<file path="config.mk">
export PLATFORM = sky130hd
export DESIGN_NAME = stop_and_wait_arq_sender_unit
export DESIGN_NICKNAME = d
export VERILOG_FILES = /design/src/rtl/core/sawas_pkg.sv /design/src/rtl/core/sawas_ram.sv /design/src/rtl/core/sawas_front.sv /design/src/rtl/core/sawas_back.sv /design/src/rtl/core/stop_and_wait_arq_sender_unit.sv
export SDC_FILE = /design/constraint.sdc
export NUM_CORES = 1
export LEC_CHECK = 0
export BUFFER_PORTS_ARGS = -buffer_cell sky130_fd_sc_hd__buf_2
export CAP_MARGIN = 25
export CORE_MARGIN = 2
export CORE_UTILIZATION = 50
export DETAILED_ROUTE_END_ITERATION = 8
export PLACE_DENSITY = 0.66
export SKIP_CTS_REPAIR_TIMING = 1
export SYNTH_ARGS = -nofsm -noshare
export SYNTH_HDL_FRONTEND = slang
export SYNTH_HIERARCHICAL = 1
export SYNTH_SLANG_ARGS = --single-unit
</file>
<file path="constraint.sdc">
create_clock -name clk -period 4.4 [get_ports clk]
set_input_delay 0 -clock clk [delete_from_list [all_inputs] [get_ports clk]]
set_output_delay 0 -clock clk [all_outputs]
set_load 0.03 [all_outputs]
</file>
<file path="src/rtl/core/sawas_pkg.sv">
`timescale 1ns / 1ps
// ---------------------------------------------------------------------------
// sawas_pkg
// Shared codes and types of the stop-and-wait ARQ sender unit.
// ---------------------------------------------------------------------------
package sawas_pkg;

	// input event codes
	localparam logic [1:0] OP_PACKET = 2'd0;
	localparam logic [1:0] OP_ACK    = 2'd1;
	localparam logic [1:0] OP_NACK   = 2'd2;

	// classified command passed from front to back
	typedef enum logic [1:0] {
		CMD_PACKET = 2'd0,
		CMD_ACK    = 2'd1,
		CMD_NACK   = 2'd2
	} cmd_kind_t;

	// result kind codes
	typedef enum logic [1:0] {
		SEND_NEW  = 2'd0,
		SEND_RETX = 2'd1,
		SEND_DROP = 2'd2
	} send_kind_t;

	// sender mode
	typedef enum logic [1:0] {
		MODE_IDLE        = 2'd0,
		MODE_WAIT_EMPTY  = 2'd1,
		MODE_WAIT_QUEUED = 2'd2
	} mode_t;

	// back end sequencer
	typedef enum logic {
		BK_RUN  = 1'b0,
		BK_READ = 1'b1
	} back_state_t;

	// entries of the small queues between the parts
	localparam int unsigned CMD_SLOTS = 2;
	localparam int unsigned RES_SLOTS = 2;

endpackage

</file>
<file path="src/rtl/core/sawas_ram.sv">
`timescale 1ns / 1ps
// ---------------------------------------------------------------------------
// sawas_ram
// Generic single write port, single read port RAM with registered read data.
// ---------------------------------------------------------------------------
module sawas_ram #(
	parameter int WIDTH = 16,
	parameter int DEPTH = 16,
	localparam int ADDR_W = (DEPTH > 1) ? $clog2(DEPTH) : 1
) (
	input  logic              clk,
	input  logic              we,
	input  logic [ADDR_W-1:0] waddr,
	input  logic [WIDTH-1:0]  wdata,
	input  logic              re,
	input  logic [ADDR_W-1:0] raddr,
	output logic [WIDTH-1:0]  rdata
);

	logic [WIDTH-1:0] mem_q [DEPTH];

	// write port
	always_ff @(posedge clk) begin
		if (we) begin
			mem_q[waddr] <= wdata;
		end
	end

	// registered read port
	always_ff @(posedge clk) begin
		if (re) begin
			rdata <= mem_q[raddr];
		end
	end

endmodule

</file>
<file path="src/rtl/core/sawas_front.sv">
`timescale 1ns / 1ps
// ---------------------------------------------------------------------------
// sawas_front
// Accepts input events, classifies them and holds them in a two-slot
// command queue for the back end. Unused event codes are absorbed here.
// ---------------------------------------------------------------------------
module sawas_front #(
	parameter int LENGTH_BITS = 16
) (
	input  logic                   clk,
	input  logic                   arst_n,
	input  logic                   push,
	output logic                   full,
	input  logic [1:0]             operation,
	input  logic [LENGTH_BITS-1:0] packet_length,
	output logic                   cmd_valid,
	output sawas_pkg::cmd_kind_t   cmd_kind,
	output logic [LENGTH_BITS-1:0] cmd_len,
	input  logic                   cmd_take
);
	import sawas_pkg::*;

	cmd_kind_t              kind_q [CMD_SLOTS];
	logic [LENGTH_BITS-1:0] len_q  [CMD_SLOTS];
	logic                   wr_q;
	logic                   rd_q;
	logic [1:0]             count_q;
	logic                   accept;
	logic                   store;
	cmd_kind_t              kind_d;

	assign full   = (count_q == 2'(CMD_SLOTS));
	assign accept = push && !full;

	// classify the event code
	always_comb begin
		kind_d = CMD_PACKET;
		store  = 1'b0;
		unique case (operation)
			OP_PACKET: begin
				kind_d = CMD_PACKET;
				store  = accept;
			end
			OP_ACK: begin
				kind_d = CMD_ACK;
				store  = accept;
			end
			OP_NACK: begin
				kind_d = CMD_NACK;
				store  = accept;
			end
			default: begin
				store = 1'b0;
			end
		endcase
	end

	// command payload slots
	always_ff @(posedge clk) begin
		if (store) begin
			kind_q[wr_q] <= kind_d;
			len_q[wr_q]  <= packet_length;
		end
	end

	// command queue pointers
	always_ff @(posedge clk or negedge arst_n) begin
		if (!arst_n) begin
			wr_q    <= 1'b0;
			rd_q    <= 1'b0;
			count_q <= 2'd0;
		end else begin
			if (store) begin
				wr_q <= !wr_q;
			end
			if (cmd_take) begin
				rd_q <= !rd_q;
			end
			count_q <= count_q + 2'(store) - 2'(cmd_take);
		end
	end

	assign cmd_valid = (count_q != 2'd0);
	assign cmd_kind  = kind_q[rd_q];
	assign cmd_len   = len_q[rd_q];

endmodule

</file>
<file path="src/rtl/core/sawas_back.sv">
`timescale 1ns / 1ps
// ---------------------------------------------------------------------------
// sawas_back
// Carries out commands: sender mode, transmit FIFO over a RAM, outstanding
// packet length, and a two-slot result queue toward the output side.
// ---------------------------------------------------------------------------
module sawas_back #(
	parameter int QUEUE_DEPTH = 16,
	parameter int LENGTH_BITS = 16,
	localparam int COUNT_W = $clog2(QUEUE_DEPTH + 1),
	localparam int PTR_W   = (QUEUE_DEPTH > 1) ? $clog2(QUEUE_DEPTH) : 1
) (
	input  logic                   clk,
	input  logic                   arst_n,
	input  logic                   cmd_valid,
	input  sawas_pkg::cmd_kind_t   cmd_kind,
	input  logic [LENGTH_BITS-1:0] cmd_len,
	output logic                   cmd_take,
	output logic                   empty,
	input  logic                   pop,
	output logic [1:0]             send_kind,
	output logic [LENGTH_BITS-1:0] sent_length,
	output logic [COUNT_W-1:0]     queue_level
);
	import sawas_pkg::*;

	back_state_t            state_q;
	back_state_t            state_d;
	mode_t                  mode_q;
	mode_t                  mode_d;
	logic [LENGTH_BITS-1:0] outst_q;
	logic [PTR_W-1:0]       head_q;
	logic [PTR_W-1:0]       tail_q;
	logic [COUNT_W-1:0]     count_q;
	logic                   fifo_full;
	logic                   ram_we;
	logic                   ram_re;
	logic [LENGTH_BITS-1:0] ram_rdata;
	logic                   set_outst;
	logic                   res_push;
	send_kind_t             res_kind;
	logic [LENGTH_BITS-1:0] res_len;
	logic                   res_room;
	logic                   res_pop;

	// result queue storage
	send_kind_t             rq_kind_q  [RES_SLOTS];
	logic [LENGTH_BITS-1:0] rq_len_q   [RES_SLOTS];
	logic [COUNT_W-1:0]     rq_level_q [RES_SLOTS];
	logic                   rq_wr_q;
	logic                   rq_rd_q;
	logic [1:0]             rq_count_q;

	assign fifo_full = (count_q == COUNT_W'(QUEUE_DEPTH));
	assign res_room  = (rq_count_q != 2'(RES_SLOTS));
	assign res_pop   = pop && !empty;

	// transmit FIFO store
	sawas_ram #(
		.WIDTH (LENGTH_BITS),
		.DEPTH (QUEUE_DEPTH)
	) u_store (
		.clk   (clk),
		.we    (ram_we),
		.waddr (tail_q),
		.wdata (cmd_len),
		.re    (ram_re),
		.raddr (head_q),
		.rdata (ram_rdata)
	);

	// next state
	always_comb begin
		state_d = state_q;
		unique case (state_q)
			BK_RUN: begin
				if (ram_re) begin
					state_d = BK_READ;
				end
			end
			BK_READ: begin
				state_d = BK_RUN;
			end
			default: begin
				state_d = BK_RUN;
			end
		endcase
	end

	// command execution
	always_comb begin
		cmd_take  = 1'b0;
		ram_we    = 1'b0;
		ram_re    = 1'b0;
		set_outst = 1'b0;
		res_push  = 1'b0;
		res_kind  = SEND_NEW;
		res_len   = cmd_len;
		mode_d    = mode_q;
		unique case (state_q)
			BK_RUN: begin
				if (cmd_valid && res_room) begin
					cmd_take = 1'b1;
					unique case (cmd_kind)
						CMD_PACKET: begin
							if (mode_q == MODE_IDLE) begin
								res_push  = 1'b1;
								set_outst = 1'b1;
								mode_d    = MODE_WAIT_EMPTY;
							end else if (fifo_full) begin
								res_push = 1'b1;
								res_kind = SEND_DROP;
							end else begin
								ram_we = 1'b1;
								mode_d = MODE_WAIT_QUEUED;
							end
						end
						CMD_ACK: begin
							if (mode_q != MODE_IDLE) begin
								if (count_q == '0) begin
									mode_d = MODE_IDLE;
								end else begin
									ram_re = 1'b1;
								end
							end
						end
						CMD_NACK: begin
							if (mode_q != MODE_IDLE) begin
								res_push = 1'b1;
								res_kind = SEND_RETX;
								res_len  = outst_q;
							end
						end
						default: begin
							cmd_take = 1'b1;
						end
					endcase
				end
			end
			BK_READ: begin
				// next queued packet comes out of the store
				res_push  = 1'b1;
				res_len   = ram_rdata;
				set_outst = 1'b1;
				mode_d    = (count_q == '0) ? MODE_WAIT_EMPTY : MODE_WAIT_QUEUED;
			end
			default: begin
				mode_d = mode_q;
			end
		endcase
	end

	// control registers
	always_ff @(posedge clk or negedge arst_n) begin
		if (!arst_n) begin
			state_q <= BK_RUN;
			mode_q  <= MODE_IDLE;
			outst_q <= '0;
			head_q  <= '0;
			tail_q  <= '0;
			count_q <= '0;
		end else begin
			state_q <= state_d;
			mode_q  <= mode_d;
			if (set_outst) begin
				outst_q <= res_len;
			end
			if (ram_we) begin
				tail_q <= (tail_q == PTR_W'(QUEUE_DEPTH - 1)) ? '0 : tail_q + 1'b1;
			end
			if (ram_re) begin
				head_q <= (head_q == PTR_W'(QUEUE_DEPTH - 1)) ? '0 : head_q + 1'b1;
			end
			count_q <= count_q + COUNT_W'(ram_we) - COUNT_W'(ram_re);
		end
	end

	// result queue payload
	always_ff @(posedge clk) begin
		if (res_push) begin
			rq_kind_q[rq_wr_q]  <= res_kind;
			rq_len_q[rq_wr_q]   <= res_len;
			rq_level_q[rq_wr_q] <= count_q;
		end
	end

	// result queue pointers
	always_ff @(posedge clk or negedge arst_n) begin
		if (!arst_n) begin
			rq_wr_q    <= 1'b0;
			rq_rd_q    <= 1'b0;
			rq_count_q <= 2'd0;
		end else begin
			if (res_push) begin
				rq_wr_q <= !rq_wr_q;
			end
			if (res_pop) begin
				rq_rd_q <= !rq_rd_q;
			end
			rq_count_q <= rq_count_q + 2'(res_push) - 2'(res_pop);
		end
	end

	assign empty       = (rq_count_q == 2'd0);
	assign send_kind   = rq_kind_q[rq_rd_q];
	assign sent_length = rq_len_q[rq_rd_q];
	assign queue_level = rq_level_q[rq_rd_q];

	// checks
	a_count_bound: assert property (@(posedge clk) disable iff (!arst_n)
		count_q <= COUNT_W'(QUEUE_DEPTH))
		else $error("fifo count above depth");
	a_idle_empty: assert property (@(posedge clk) disable iff (!arst_n)
		(mode_q == MODE_IDLE) |-> (count_q == '0))
		else $error("idle sender with queued packets");
	a_read_once: assert property (@(posedge clk) disable iff (!arst_n)
		(state_q == BK_READ) |=> (state_q == BK_RUN))
		else $error("read state held");
	a_no_overflow: assert property (@(posedge clk) disable iff (!arst_n)
		res_push |-> res_room || (state_q == BK_READ && $past(res_room)))
		else $error("result queue overflow");
	a_rq_bound: assert property (@(posedge clk) disable iff (!arst_n)
		rq_count_q <= 2'(RES_SLOTS))
		else $error("result queue count above slots");

endmodule

</file>
<file path="src/rtl/core/stop_and_wait_arq_sender_unit.sv">
`timescale 1ns / 1ps
// ---------------------------------------------------------------------------
// stop_and_wait_arq_sender_unit
// Sender side of a stop-and-wait ARQ link with a transmit FIFO.
// ---------------------------------------------------------------------------
// channel   direction  handshake            payload
// events    in         push / full          operation, packet_length
// results   out        empty / pop          send_kind, sent_length, queue_level
//
// a packet, NACK or idle ACK is handled in BK_RUN alone; an ACK that pulls a
// queued packet also passes BK_READ for the registered read of the FIFO RAM.
// a two-slot command queue decouples input from the back end, and a two-slot
// result queue lets events keep flowing while a result waits to be popped.
// reset is asynchronous and clears all control state; no clearing pass.
// ---------------------------------------------------------------------------
module stop_and_wait_arq_sender_unit #(
	parameter int QUEUE_DEPTH = 16,
	parameter int LENGTH_BITS = 16,
	localparam int COUNT_W = $clog2(QUEUE_DEPTH + 1)
) (
	input  logic                   clk,
	input  logic                   arst_n,
	input  logic                   push,
	output logic                   full,
	input  logic [1:0]             operation,
	input  logic [LENGTH_BITS-1:0] packet_length,
	output logic                   empty,
	input  logic                   pop,
	output logic [1:0]             send_kind,
	output logic [LENGTH_BITS-1:0] sent_length,
	output logic [COUNT_W-1:0]     queue_level
);
	import sawas_pkg::*;

	logic                   cmd_valid;
	cmd_kind_t              cmd_kind;
	logic [LENGTH_BITS-1:0] cmd_len;
	logic                   cmd_take;

	// event intake and classification
	sawas_front #(
		.LENGTH_BITS (LENGTH_BITS)
	) u_front (
		.clk           (clk),
		.arst_n        (arst_n),
		.push          (push),
		.full          (full),
		.operation     (operation),
		.packet_length (packet_length),
		.cmd_valid     (cmd_valid),
		.cmd_kind      (cmd_kind),
		.cmd_len       (cmd_len),
		.cmd_take      (cmd_take)
	);

	// protocol execution and results
	sawas_back #(
		.QUEUE_DEPTH (QUEUE_DEPTH),
		.LENGTH_BITS (LENGTH_BITS)
	) u_back (
		.clk         (clk),
		.arst_n      (arst_n),
		.cmd_valid   (cmd_valid),
		.cmd_kind    (cmd_kind),
		.cmd_len     (cmd_len),
		.cmd_take    (cmd_take),
		.empty       (empty),
		.pop         (pop),
		.send_kind   (send_kind),
		.sent_length (sent_length),
		.queue_level (queue_level)
	);

endmodule

</file>
==> reports/qor.yml <==
clock_path_buffers: 3
ys_async_sr_fraction_pct: 10.15
dr.first_iter.drc_count: 891
die_y_um: 180.6
die_area_um2: 32620
io_pins: 47
grt_first_pass_wirelength_mm: 47.84
end_kind: "flop"
seqPwrFrac_pct: 43.4
cp_slowest_cell: "nor2_1"
wl_mm: 31.73
crit_family: "simple AND/OR/NAND/NOR gates"
synthAdderAreaFrac_pct: 1.091
syn_nets: 850
cts.sinks: 394
internal-power_mw: 8.788
via_per_inst: 5.854
critPathMaxStageDelay_ns: 0.57
grt_max_degree: 41
syn_inst: 815
grt_use_met3_pct: 2.870
crit_arrival_ns: 3.39
wl_per_cell_um: 23.54
fin_crit_sh_pct: 72.39
leakagePower_nw: 6.267
antenna_cells: 0
synth_edf_count: 354
power_switching_mw: 4.177
antenna_found_initial: 0
ys_seq_elements: 394
period_minus_slack_ns: 3.185
max_cap_viol_count: 0
power_density_nw_per_um2: 722.4
max_freq_ghz: 0.3139
groute.layer.met1.usage_pct: 29.99
root_buffer: "clkbuf_16"
syn_avg_cell_area_um2: 19.14
status: "finished clean"
tightest_slew_ns: 0.8582
drc_errors: 0
htree_num_levels: 2
met2_usage_pct: 30.25
hold_class: "input port to flop"
std_cell_rows: 64
globalRoute.totalOverflow: 0
synth_ff_type: "edfxtp_1"
ant_nets: 0
grt_pass1_vias: 7818
r2r_setup_slack_ns: 1.21
cts.clk_slew.worst_paths_ns: 0.06
grt_usage_pct: 19.63
top_usage_layer: "met2"
syn2layout_area_growth_pct: 15.07
hold_viol_final: 0
synth_top_family_by_area: "multiplexers"
synthXorXnorAreaFrac_pct: 0.7861
p_sw_share_pct: 32.22
synth_cell_types: 55
cts_tree: "done"
synth.yosys.seq_area_share_pct: 74.57
yosys.area_share.simple_pct: 4.252
fin_nets: 959
dp_hpwl_mm: 18.80
worst-path-max-fanout: 10
drive_gt1_share_pct: 26.16
setup_violations: 0
crit_required_ns: 4.61
start_kind: "flop"
port_buffers: 46
core_um2: 30670
clk_latency_ns: 0.52
pwr-share-clk_pct: 25.7
fin_skew_ns: 0.02024
cts_buffers: 41
p_comb_share_pct: 31.0
dr.pass1.iters: 5
synth-compound-area-share_pct: 3.538
rsz0062_at_grt: "no"
synth_warnings: 6
via_count: 7891
ir_drop_uv: 512.2
synth_mux_area_share_pct: 13.97
slew_headroom_pct: 42.53
initial_utilization_pct: 50.86
fin_tns_setup_ns: 0
post-route-util_pct: 58.52
slew_violations: 0
gp_congestion: 0.7684
synth_area_um2: 15600
path_class: "flop to flop"
critPathBufInv: 2
worstPathCellList: "mux2_2, nor2b_1, nand3_1, or3_4, inv_2, nand3b_1, nor2_1, buf_4"
die_w_um: 180.6
fillers: 2263
-- final timing paths --
path                                     from                          to  cells after the start
setup / recovery                 u_front/rd_q  u_back/u_store/mem_q[5][9]                      8
hold / removal               packet_length[1]         u_front/len_q[1][1]                      2
setup reg to reg                 u_front/rd_q  u_back/u_store/mem_q[5][9]                      8
hold reg to reg            u_front/count_q[1]          u_front/count_q[1]                      1
max in group asynchronous              arst_n            u_back/head_q[0]                      4
min in group asynchronous              arst_n            u_back/mode_q[0]                      4
-- flip-flops by register name (all words and copies together) (netlist names), 5 cells and up --
| name | flops |
|---|---|
| u_back/u_store/rdata | 16 |
| u_back/outst_q | 16 |
| u_front/len_q | 32 |
| u_back/count_q | 5 |
| u_back/rq_level_q | 10 |
| u_back/u_store/mem_q | 256 |
| u_back/rq_len_q | 32 |
-- stage by stage --
step           setup slack, ns  hold slack [ns]  total power [mW]  area [um2]  std cells
4_1_cts                  1.249          -0.3466             13.03       17650       1321
3_5_place_dp             1.287           0.1931             9.687       16360       1250
6_report                 1.215           0.2059             12.97       17950       1348
2_1_floorplan           0.6571          -0.2956             8.438       15600        815
5_1_grt                 0.9733           0.2073             13.60       17950       1348
3_3_place_gp             1.345           0.1879             9.604       16360       1250
-- layout make-up --
class | count | area, um2 | area share (%)
timing repair buffer | 102 | 758.2 | 4.224
clock buffer | 55 | 1089 | 6.065
tap | 396 | 495.5 | 2.761
multi-input combinational | 371 | 3715 | 20.70
clock inverter | 16 | 202.7 | 1.129
sequential | 394 | 11640 | 64.83
inverter | 14 | 52.55 | 0.2928
-- synth_stat cells (2+ instances only) --
cell	instances	area, um2
nor3_1	6	30.03
nor3b_1	2	15.01
mux2_2	36	405.4
nor2_1	38	142.6
nor2b_1	7	43.79
dfrtp_1	40	1001
a22oi_1	32	240.2
nand2b_1	3	18.77
nand3_1	5	25.02
ha_1	12	150.1
o21ai_1	9	45.04
inv_1	12	45.04
and3_1	3	18.77
mux2i_1	16	160.2
nand2_1	54	202.7
mux2_4	9	135.1
nand3b_1	2	15.01
and2_1	3	18.77
mux4_1	10	262.8
edfxtp_1	354	10630
buf_12	2	40.04
o31ai_1	2	15.01
buf_1	4	15.01
or2_2	2	12.51
o21ai_0	10	50.05
o41ai_1	2	17.52
xor2_1	5	43.79
buf_2	2	10.01
clkbuf_1	19	71.32
a21oi_1	3	15.01
buf_6	6	67.56
buf_4	3	22.52
a31oi_1	19	118.9
mux4_2	54	1216
xnor2_1	9	78.83
-- cells in the final DEF, fill, tap and decap left out, drive strengths merged, types with 5 or more instances in the layout --
cell type    netlist  routed
mux2              45      45
dfrtp             40      40
clkinv             1      11
clkbuf            19      55
nor2              38      38
mux4              64      64
buf               17      77
a22oi             32      32
ha                12      12
edfxtp           354     354
inv               13      13
dlygate4sd3        0      25
xnor2              9       9
nand3              5       5
nand2             54      54
o21ai             19      19
a31oi             19      19
mux2i             16      16
xor2               5       5
bufinv             0       5
nor2b              8       8
nor3               6       6
-- routing by layer --
metal | vias to the layer above | share of wire [%]
met5 | - | 0
met4 | 0 | 1.7
met3 | 41 | 6.7
met2 | 289 | 47
met1 | 4084 | 45
li1 | 3477 | -
-- logic make-up after synthesis --
kind of cell / count (synthesis)
buf+inv: 50
flops: 394
simple gates: 136
xor+xnor: 14
mux: 125
compound gates: 83
fa+ha+maj: 13
-- power by group through the flow --
stage | clock network, mW | registers [mW] | logic [mW]
after floorplan | 0 | 5.43 | 3.01
after global placement | 0 | 5.70 | 3.90
after detailed placement | 0 | 5.73 | 3.95
after CTS | 3.40 | 5.66 | 3.97
after global routing | 3.55 | 5.71 | 4.34
final | 3.33 | 5.62 | 4.01
(Power assumes the default switching activity.)
